===== config.mk =====
export PLATFORM = sky130hd
export DESIGN_NAME = flow_regulator_supervisor
export DESIGN_NICKNAME = d
export VERILOG_FILES = /design/src/rtl/core/frs_pkg.sv /design/src/rtl/core/frs_step.sv /design/src/rtl/core/flow_regulator_supervisor.sv
export SDC_FILE = /design/constraint.sdc
export NUM_CORES = 1
export LEC_CHECK = 0
export ABC_AREA = 1
export BUFFER_PORTS_ARGS = -buffer_cell sky130_fd_sc_hd__buf_2
export CAP_MARGIN = 20
export CORE_UTILIZATION = 30
export DETAILED_ROUTE_END_ITERATION = 8
export HOLD_SLACK_MARGIN = 0.12
export PLACE_DENSITY_LB_ADDON = 0.25
export SLEW_MARGIN = 10
export SYNTH_ARGS = -nofsm -noshare
export SYNTH_HDL_FRONTEND = slang
export SYNTH_SLANG_ARGS = --single-unit

===== constraint.sdc =====
create_clock -name clock -period 6.5 [get_ports clock]
set_input_delay 0.65 -clock clock [delete_from_list [all_inputs] [get_ports clock]]
set_output_delay 0.65 -clock clock [all_outputs]
set_load 0.01 [all_outputs]

===== src/rtl/core/frs_pkg.sv =====
// ----------------------------------------------------------------------------
// frs_pkg
// Shared types and constants for the flow regulator supervisor.
// ----------------------------------------------------------------------------
package frs_pkg;

   localparam int COUNT_WIDTH  = 16;
   localparam int DRIVE_OFFSET = 8192;
   localparam int DRIVE_WIDTH  = 14;
   localparam int DRIVE_MAX    = (1 << DRIVE_WIDTH) - 1;
   localparam int SUM_WIDTH    = 17;

   localparam logic [DRIVE_WIDTH-1:0] DRIVE_IDLE =
      (DRIVE_OFFSET > DRIVE_MAX) ? DRIVE_WIDTH'(DRIVE_MAX) : DRIVE_WIDTH'(DRIVE_OFFSET);

   // request kinds
   localparam logic [1:0] KIND_TICK  = 2'd0;
   localparam logic [1:0] KIND_START = 2'd1;
   localparam logic [1:0] KIND_EVAL  = 2'd2;
   localparam logic [1:0] KIND_OFF   = 2'd3;

   // result events
   localparam logic [1:0] EVT_NONE    = 2'd0;
   localparam logic [1:0] EVT_SETTLED = 2'd1;
   localparam logic [1:0] EVT_OFF     = 2'd2;

   // sequence phases
   localparam logic [1:0] PH_IDLE   = 2'd0;
   localparam logic [1:0] PH_START  = 2'd1;
   localparam logic [1:0] PH_SETTLE = 2'd2;
   localparam logic [1:0] PH_MON    = 2'd3;

   // fault bit positions
   localparam int FLT_NO_SETTLE = 0;
   localparam int FLT_LARGE_ERR = 1;
   localparam int FLT_NO_REG    = 2;

   // control register indexes
   localparam logic [1:0] CSR_SMALL_TOL = 2'd0;
   localparam logic [1:0] CSR_LARGE_TOL = 2'd1;
   localparam logic [1:0] CSR_TIMEOUT   = 2'd2;
   localparam logic [1:0] CSR_HOLD      = 2'd3;

   typedef struct packed {
      logic [1:0]  kind;
      logic [12:0] setpoint;
      logic [13:0] measured;
      logic        valve_select;
   } req_item_type;

   typedef struct packed {
      logic [7:0]  small_tol;
      logic [7:0]  large_tol;
      logic [15:0] settle_timeout;
      logic [15:0] hold_time;
   } cfg_type;

   typedef struct packed {
      logic [1:0]             phase;
      logic [1:0]             event_res;
      logic                   fault_no_regulation;
      logic                   fault_large_error;
      logic                   fault_no_settle;
      logic                   ready_res;
      logic                   valve_one_open;
      logic                   valve_zero_open;
      logic [DRIVE_WIDTH-1:0] drive_code;
   } rsp_item_type;

endpackage


===== src/rtl/core/frs_step.sv =====
// ----------------------------------------------------------------------------
// frs_step
// Sequence state and per-request update: counters, drive, valves, faults.
// ----------------------------------------------------------------------------
module frs_step (
   input  logic                 clock,
   input  logic                 reset,
   input  logic                 step_en,
   input  frs_pkg::req_item_type item,
   input  frs_pkg::cfg_type     cfg,
   output frs_pkg::rsp_item_type result
);

   logic [1:0]                       step_ff, step_in;
   logic [frs_pkg::COUNT_WIDTH-1:0]  settle_cnt_ff, settle_cnt_in;
   logic [frs_pkg::COUNT_WIDTH-1:0]  hold_cnt_ff, hold_cnt_in;
   logic [frs_pkg::DRIVE_WIDTH-1:0]  drive_ff, drive_in;
   logic [1:0]                       valve_ff, valve_in;
   logic                             ready_ff, ready_in;
   logic [2:0]                       fault_ff, fault_in;
   logic [1:0]                       event_in;

   logic [frs_pkg::SUM_WIDTH-1:0]    target_sum;
   logic [frs_pkg::DRIVE_WIDTH-1:0]  target;
   logic [13:0]                      err;
   logic [21:0]                      err_s;
   logic [21:0]                      small_b;
   logic [21:0]                      large_b;
   logic                             in_small;
   logic                             below_large;
   logic                             hold_done;
   logic                             timed_out;

   localparam logic [frs_pkg::COUNT_WIDTH-1:0] CNT_MAX = '1;

   assign target_sum = frs_pkg::SUM_WIDTH'(item.setpoint)
                     + frs_pkg::SUM_WIDTH'(frs_pkg::DRIVE_OFFSET);
   assign target = (target_sum > frs_pkg::SUM_WIDTH'(frs_pkg::DRIVE_MAX))
                 ? frs_pkg::DRIVE_WIDTH'(frs_pkg::DRIVE_MAX)
                 : target_sum[frs_pkg::DRIVE_WIDTH-1:0];

   assign err = (item.measured >= {1'b0, item.setpoint})
              ? item.measured - {1'b0, item.setpoint}
              : {1'b0, item.setpoint} - item.measured;
   assign err_s   = {err, 8'd0};
   assign small_b = 22'(item.setpoint) * 22'(cfg.small_tol);
   assign large_b = 22'(item.setpoint) * 22'(cfg.large_tol);
   assign in_small    = err_s <= small_b;
   assign below_large = err_s < large_b;
   assign hold_done = 33'(hold_cnt_ff) > 33'(cfg.hold_time);
   assign timed_out = 33'(settle_cnt_ff) > 33'(cfg.settle_timeout);

   always_comb begin
      step_in       = step_ff;
      settle_cnt_in = settle_cnt_ff;
      hold_cnt_in   = hold_cnt_ff;
      drive_in      = drive_ff;
      valve_in      = valve_ff;
      ready_in      = ready_ff;
      fault_in      = fault_ff;
      event_in      = frs_pkg::EVT_NONE;
      unique case (item.kind)
         frs_pkg::KIND_TICK: begin
            if (settle_cnt_ff != CNT_MAX) settle_cnt_in = settle_cnt_ff + 1'b1;
            if (hold_cnt_ff != CNT_MAX) hold_cnt_in = hold_cnt_ff + 1'b1;
         end
         frs_pkg::KIND_START: begin
            step_in = frs_pkg::PH_START;
         end
         frs_pkg::KIND_OFF: begin
            step_in  = frs_pkg::PH_IDLE;
            ready_in = 1'b0;
            fault_in = '0;
            valve_in = '0;
            drive_in = frs_pkg::DRIVE_IDLE;
            event_in = frs_pkg::EVT_OFF;
         end
         frs_pkg::KIND_EVAL: begin
            unique case (step_ff)
               frs_pkg::PH_IDLE: ;
               frs_pkg::PH_START: begin
                  drive_in      = target;
                  valve_in      = item.valve_select ? 2'b10 : 2'b01;
                  ready_in      = 1'b0;
                  fault_in      = '0;
                  settle_cnt_in = '0;
                  hold_cnt_in   = '0;
                  step_in       = frs_pkg::PH_SETTLE;
               end
               frs_pkg::PH_SETTLE: begin
                  priority if (drive_ff != target) begin
                     drive_in = target;
                  end else if (in_small) begin
                     if (hold_done) begin
                        fault_in[frs_pkg::FLT_NO_SETTLE] = 1'b0;
                        ready_in = 1'b1;
                        event_in = frs_pkg::EVT_SETTLED;
                        step_in  = frs_pkg::PH_MON;
                     end
                  end else begin
                     hold_cnt_in = '0;
                     if (timed_out) fault_in[frs_pkg::FLT_NO_SETTLE] = 1'b1;
                  end
               end
               frs_pkg::PH_MON: begin
                  priority if (drive_ff != target) begin
                     drive_in = target;
                  end else if (!in_small) begin
                     fault_in[frs_pkg::FLT_LARGE_ERR] = below_large;
                     fault_in[frs_pkg::FLT_NO_REG]    = !below_large;
                  end else begin
                     fault_in[frs_pkg::FLT_LARGE_ERR] = 1'b0;
                     fault_in[frs_pkg::FLT_NO_REG]    = 1'b0;
                  end
               end
               default: ;
            endcase
         end
         default: ;
      endcase
   end

   always_ff @(posedge clock) begin
      if (reset) begin
         step_ff       <= frs_pkg::PH_IDLE;
         settle_cnt_ff <= '0;
         hold_cnt_ff   <= '0;
         drive_ff      <= frs_pkg::DRIVE_IDLE;
         valve_ff      <= '0;
         ready_ff      <= 1'b0;
         fault_ff      <= '0;
      end else if (step_en) begin
         step_ff       <= step_in;
         settle_cnt_ff <= settle_cnt_in;
         hold_cnt_ff   <= hold_cnt_in;
         drive_ff      <= drive_in;
         valve_ff      <= valve_in;
         ready_ff      <= ready_in;
         fault_ff      <= fault_in;
      end
   end

   always_comb begin
      result.drive_code          = drive_in;
      result.valve_zero_open     = valve_in[0];
      result.valve_one_open      = valve_in[1];
      result.ready_res           = ready_in;
      result.fault_no_settle     = fault_in[frs_pkg::FLT_NO_SETTLE];
      result.fault_large_error   = fault_in[frs_pkg::FLT_LARGE_ERR];
      result.fault_no_regulation = fault_in[frs_pkg::FLT_NO_REG];
      result.event_res           = event_in;
      result.phase               = step_in;
   end

   // monitoring is only reached with ready set
   a_mon_ready: assert property (@(posedge clock) disable iff (reset)
      step_ff == frs_pkg::PH_MON |-> ready_ff)
      else $error("monitoring without ready");

   // idle means valves closed, no ready, no faults
   a_idle_clean: assert property (@(posedge clock) disable iff (reset)
      step_ff == frs_pkg::PH_IDLE |-> (valve_ff == 2'b00 && !ready_ff && fault_ff == 3'b000))
      else $error("idle with live outputs");

   // at most one valve open
   a_one_valve: assert property (@(posedge clock) disable iff (reset)
      valve_ff != 2'b11)
      else $error("both valves open");

   // settled event always lands in monitoring
   a_settle_evt: assert property (@(posedge clock) disable iff (reset)
      (step_en && event_in == frs_pkg::EVT_SETTLED) |=> step_ff == frs_pkg::PH_MON)
      else $error("settled event without monitoring");

endmodule


===== src/rtl/core/flow_regulator_supervisor.sv =====
// ----------------------------------------------------------------------------
// flow_regulator_supervisor
// Supervises a mass-flow regulator through idle, start, settling, monitoring.
// ----------------------------------------------------------------------------
// channel  direction  ports              content
// req      in         req_t*             one request: tick/start/evaluate/off
// rsp      out        rsp_t*             one status result per request
// csr      in         csr_we/addr/wdata  tolerance, timeout and hold registers
//
// One request per cycle sustained while results are taken; the input
// register and the result register lie around the single update step.
// Reset is synchronous; it restores the register defaults and idles the
// sequence. A stalled result holds; the input register keeps taking a
// request while the result register waits, then stalls request acceptance.
// ----------------------------------------------------------------------------
module flow_regulator_supervisor (
   input  logic        clock,
   input  logic        reset,
   input  logic        req_tvalid,
   output logic        req_tready,
   input  logic [31:0] req_tdata,   // setpoint[12:0], measured[26:13], valve_select[27]
   input  logic [1:0]  req_tuser,   // kind[1:0]
   output logic        rsp_tvalid,
   input  logic        rsp_tready,
   output logic [23:0] rsp_tdata,   // drive_code[13:0], valve_zero_open[14],
                                    // valve_one_open[15], ready_res[16],
                                    // fault_no_settle[17], fault_large_error[18],
                                    // fault_no_regulation[19], event_res[21:20],
                                    // phase[23:22]
   input  logic        csr_we,
   input  logic [1:0]  csr_addr,
   input  logic [15:0] csr_wdata
);

   logic                   in_valid_ff;
   frs_pkg::req_item_type  in_item_ff;
   logic                   rsp_valid_ff;
   frs_pkg::rsp_item_type  rsp_item_ff;
   frs_pkg::cfg_type       cfg_ff;
   frs_pkg::rsp_item_type  step_result;
   logic                   advance;
   logic                   req_fire;

   assign advance    = in_valid_ff && (!rsp_valid_ff || rsp_tready);
   assign req_tready = !in_valid_ff || advance;
   assign req_fire   = req_tvalid && req_tready;

   always_ff @(posedge clock) begin
      if (reset) begin
         in_valid_ff <= 1'b0;
      end else if (req_tready) begin
         in_valid_ff <= req_tvalid;
      end
   end

   always_ff @(posedge clock) begin
      if (req_fire) begin
         in_item_ff.kind         <= req_tuser;
         in_item_ff.setpoint     <= req_tdata[12:0];
         in_item_ff.measured     <= req_tdata[26:13];
         in_item_ff.valve_select <= req_tdata[27];
      end
   end

   frs_step u_step (
      .clock   (clock),
      .reset   (reset),
      .step_en (advance),
      .item    (in_item_ff),
      .cfg     (cfg_ff),
      .result  (step_result)
   );

   always_ff @(posedge clock) begin
      if (reset) begin
         rsp_valid_ff <= 1'b0;
      end else if (advance) begin
         rsp_valid_ff <= 1'b1;
      end else if (rsp_tready) begin
         rsp_valid_ff <= 1'b0;
      end
   end

   always_ff @(posedge clock) begin
      if (advance) rsp_item_ff <= step_result;
   end

   assign rsp_tvalid = rsp_valid_ff;
   assign rsp_tdata  = rsp_item_ff;

   always_ff @(posedge clock) begin
      if (reset) begin
         cfg_ff.small_tol      <= 8'd26;
         cfg_ff.large_tol      <= 8'd128;
         cfg_ff.settle_timeout <= 16'd10;
         cfg_ff.hold_time      <= 16'd3;
      end else if (csr_we) begin
         unique case (csr_addr)
            frs_pkg::CSR_SMALL_TOL: cfg_ff.small_tol      <= csr_wdata[7:0];
            frs_pkg::CSR_LARGE_TOL: cfg_ff.large_tol      <= csr_wdata[7:0];
            frs_pkg::CSR_TIMEOUT:   cfg_ff.settle_timeout <= csr_wdata;
            frs_pkg::CSR_HOLD:      cfg_ff.hold_time      <= csr_wdata;
            default: ;
         endcase
      end
   end

endmodule


==> impl_metrics.yaml <==
clocking:
  htreeDepth: 4
  clk_pin_slew_ns: 0.07
  clockRootBuffer: "clkbuf_16"
  hold_buffers: 0
  cts_tree: "built"
  clockBufferDepth: 2
  clock_sinks: 158
  clock_latency_ns: 0.45
  cts_buffers: 17
run_status:
  run_status: "complete, no violations"
yosys:
  synth_top_area_share_pct: 16.4
  synth_flop_cell: "dfxtp_1"
  syn_area_per_cell_um2: 7.42
  syn-instance-count: 2198
  ys_seq_elements: 158
  synth.cell_area_um2: 16300
  synth.area.top_cells: "fa_1 (16%), ha_1 (13%), dfxtp_1 (13%)"
  yosysSeqAreaShare_pct: 22.7
  synth_edf_count: 54
  ys_types: 54
  ys_async_sr_fraction_pct: 0
  yosysWarningCount: 0
  synth_nets: 2561
  synth_area_leader_cell: "fa_1"
final_layout:
  diodes: 0
  final_area_um2: 19200
  fillers: 5735
  drive_gt1_share_pct: 13.8
  fin_nets: 2701
  final_core_utilization_pct: 35.7
  areaGrowthSynthToFinish_pct: 17.8
  stdcell_count: 3047
global_route:
  grt_pass1_wl_um: 75100
  antenna_found_initial: 1
  met3_usage_pct: 2.35
  grt_start_max_net_pins: 51
  gr-usage-met2_pct: 29.3
  grt_overflow: 0
  use_met1_pct: 21.8
  busiest_layer: "met2"
  grt_pass1_vias: 14300
  grt_usage_pct: 17.2
floorplan:
  core_area_um2: 53800
  die_x_um: 235
  row_count: 85
  floorplan.initialDensity_pct: 30.3
  dieArea_um2: 55300
  die_y_um: 235
  io-pin-count: 83
timing:
  fin_crit_ns: 6.16
  finalSetupViolations: 0
  finalCritPeriodShare_pct: 94.7
  timing.fmax_ghz: 0.162
  slew_headroom_pct: 41.8
  slew_viol_final: 0
  worst_pin_slew_ns: 0.866
  hold_viol: 0
  skew_ns: 0.0122
  hold-worst-slack_ns: 0.373
min_path:
  worst_hold_path_type: "primary input to register"
drt:
  drc: 0
  firstDrtPassIters: 7
  wirelength_um: 46800
  vias: 14300
  vias_per_cell: 4.70
  routedWlPerCell_um: 15.4
  drt_iter0_drc: 717
  ant_nets: 0
power_and_ir_drop:
  ir_worst_vdd_mv: 0.196
  total_power_w: 0.00451
  p_per_area_nw_per_um2: 235
  p_leak_nw: 9.98
setup_path:
  critPathKind: "register to register"
  slowest_stage: "fa_1"
  cp_slowest_stage_delay_ns: 0.58
  cp_max_fo: 6
  critPathArrivalTime_ns: 6.49
  start_kind: "register"
  cp-end-kind: "register"
  cp.required_ns: 6.84
  cpMostUsedCell: "nand2_2"
placed_design:
  finalWeightedCongestion: 0.880
  placed_cells_incl_taps: 2995
  dp_hpwl_um: 37500
  portBuffers: 78
  place_area_um2: 18000
job:
  maxCapViolations: 0
## repair_timing
action | in CTS | in global routing
gates resized for setup | 17 | 85
pin swaps | 5 | 60
cloned | 0 | 1
hold endpoints to repair | 0 | 0
setup endpoints to repair | 27 | 27
buffers inserted | 10 | 13
## layout make-up
| type | count | area, um2 | area share [%] |
|---|---|---|---|
| well taps | 696 | 871 | 4.53 |
| repair buffers | 193 | 1360 | 7.06 |
| inverters | 520 | 1960 | 10.2 |
| flip-flops and latches | 158 | 3710 | 19.3 |
| clock inverters | 7 | 92.6 | 0.482 |
| multi-input cells | 1448 | 10700 | 55.6 |
| clock buffers | 25 | 554 | 2.88 |
## layer usage
| metal | vias up | wire [um] |
|---|---|---|
| met1 | 6807 | 21100 |
| met4 | 0 | 1620 |
| li1 | 7128 | - |
| met5 | - | 0 |
| met2 | 305 | 22200 |
| met3 | 74 | 1900 |
## per-stage QoR
step	TNS [ns]	setup WS, ns
final	0	0.342
after global routing	-0.191	-0.0397
after CTS	0	0.00349
after detailed placement	-4.93	-0.270
after global placement	-3.62	-0.224
after floorplan	0	0.0719
## path summary, 6_finish.rpt
kind	start	endpoint	slack (ns)	depth (start not counted)
max	in_item_ff[17]	u_step.hold_cnt_ff[12]	0.34	34
min	req_tdata[25]	in_item_ff[13]	0.37	1
max reg2reg	in_item_ff[17]	u_step.hold_cnt_ff[12]	0.34	34
min reg2reg	cfg_ff[6]	cfg_ff[6]	0.46	2
## synthesized netlist by cell type (29+ instances only)
| master | n |
|---|---|
| xor2_1 | 36 |
| nand3_1 | 51 |
| inv_1 | 508 |
| edfxtp_1 | 54 |
| clkbuf_1 | 44 |
| fa_1 | 134 |
| a21oi_1 | 176 |
| nor2_1 | 119 |
| nand2_1 | 451 |
| nor3_1 | 29 |
| dfxtp_1 | 104 |
| ha_1 | 172 |
| o21ai_0 | 141 |
## sequential cells by signal (all words and copies together) (netlist names)
| register | cells |
|---|---|
| cfg_ff | 48 |
| in_item_ff | 30 |
| rsp_tdata | 24 |
| u_step.hold_cnt_ff | 16 |
| u_step.settle_cnt_ff | 16 |
| u_step.drive_ff | 14 |
| u_step.fault_ff | 3 |
| u_step.step_ff | 2 |
| u_step.valve_ff | 2 |
| in_valid_ff | 1 |
| rsp_tvalid | 1 |
| u_step.ready_ff | 1 |
## placed cells by master (no fill, tap or decap), types with 17 or more instances in the layout
master and count:
inv_1 504, dfxtp_1 102, nor3_1 29, a21oi_1 170
nand4_1 19, xnor2_1 17, buf_4 98, edfxtp_1 54
xor2_1 36, clkbuf_16 21, nand3_1 47, fa_1 131
ha_1 160, nand2_1 441, o21ai_0 130, nor2_1 113
buf_2 79
## cells by family after synthesis
| group | after synthesis | share of synthesized area [%] |
|---|---|---|
| buffers and inverters | 592 | 13.9 |
| adders and majority gates | 306 | 29.6 |
| and+or+nand+nor | 713 | 18.6 |
| DFF | 158 | 22.7 |
| xor gates and xnor gates | 53 | 2.85 |
| AOI/OAI and AO/OA | 376 | 12.4 |
## power breakdown
| group | total, W | switching, W | leakage [nW] | internal [W] |
|---|---|---|---|---|
| logic | 0.00228 | 0.00129 | 8.28 | 0.000993 |
| registers | 0.00111 | 0.0000425 | 1.37 | 0.00107 |
| clock network | 0.00112 | 0.000446 | 0.322 | 0.000673 |
## critical path: cells and delay by family (launching register included)
kind,cells,cell delay (ns)
simple gates,18,1.90
compound gates,4,0.64
flops,1,0.53
xor+xnor,1,0.16
buf+inv,5,0.37
fa+ha+maj,6,2.41
(Power assumes the default switching activity.)
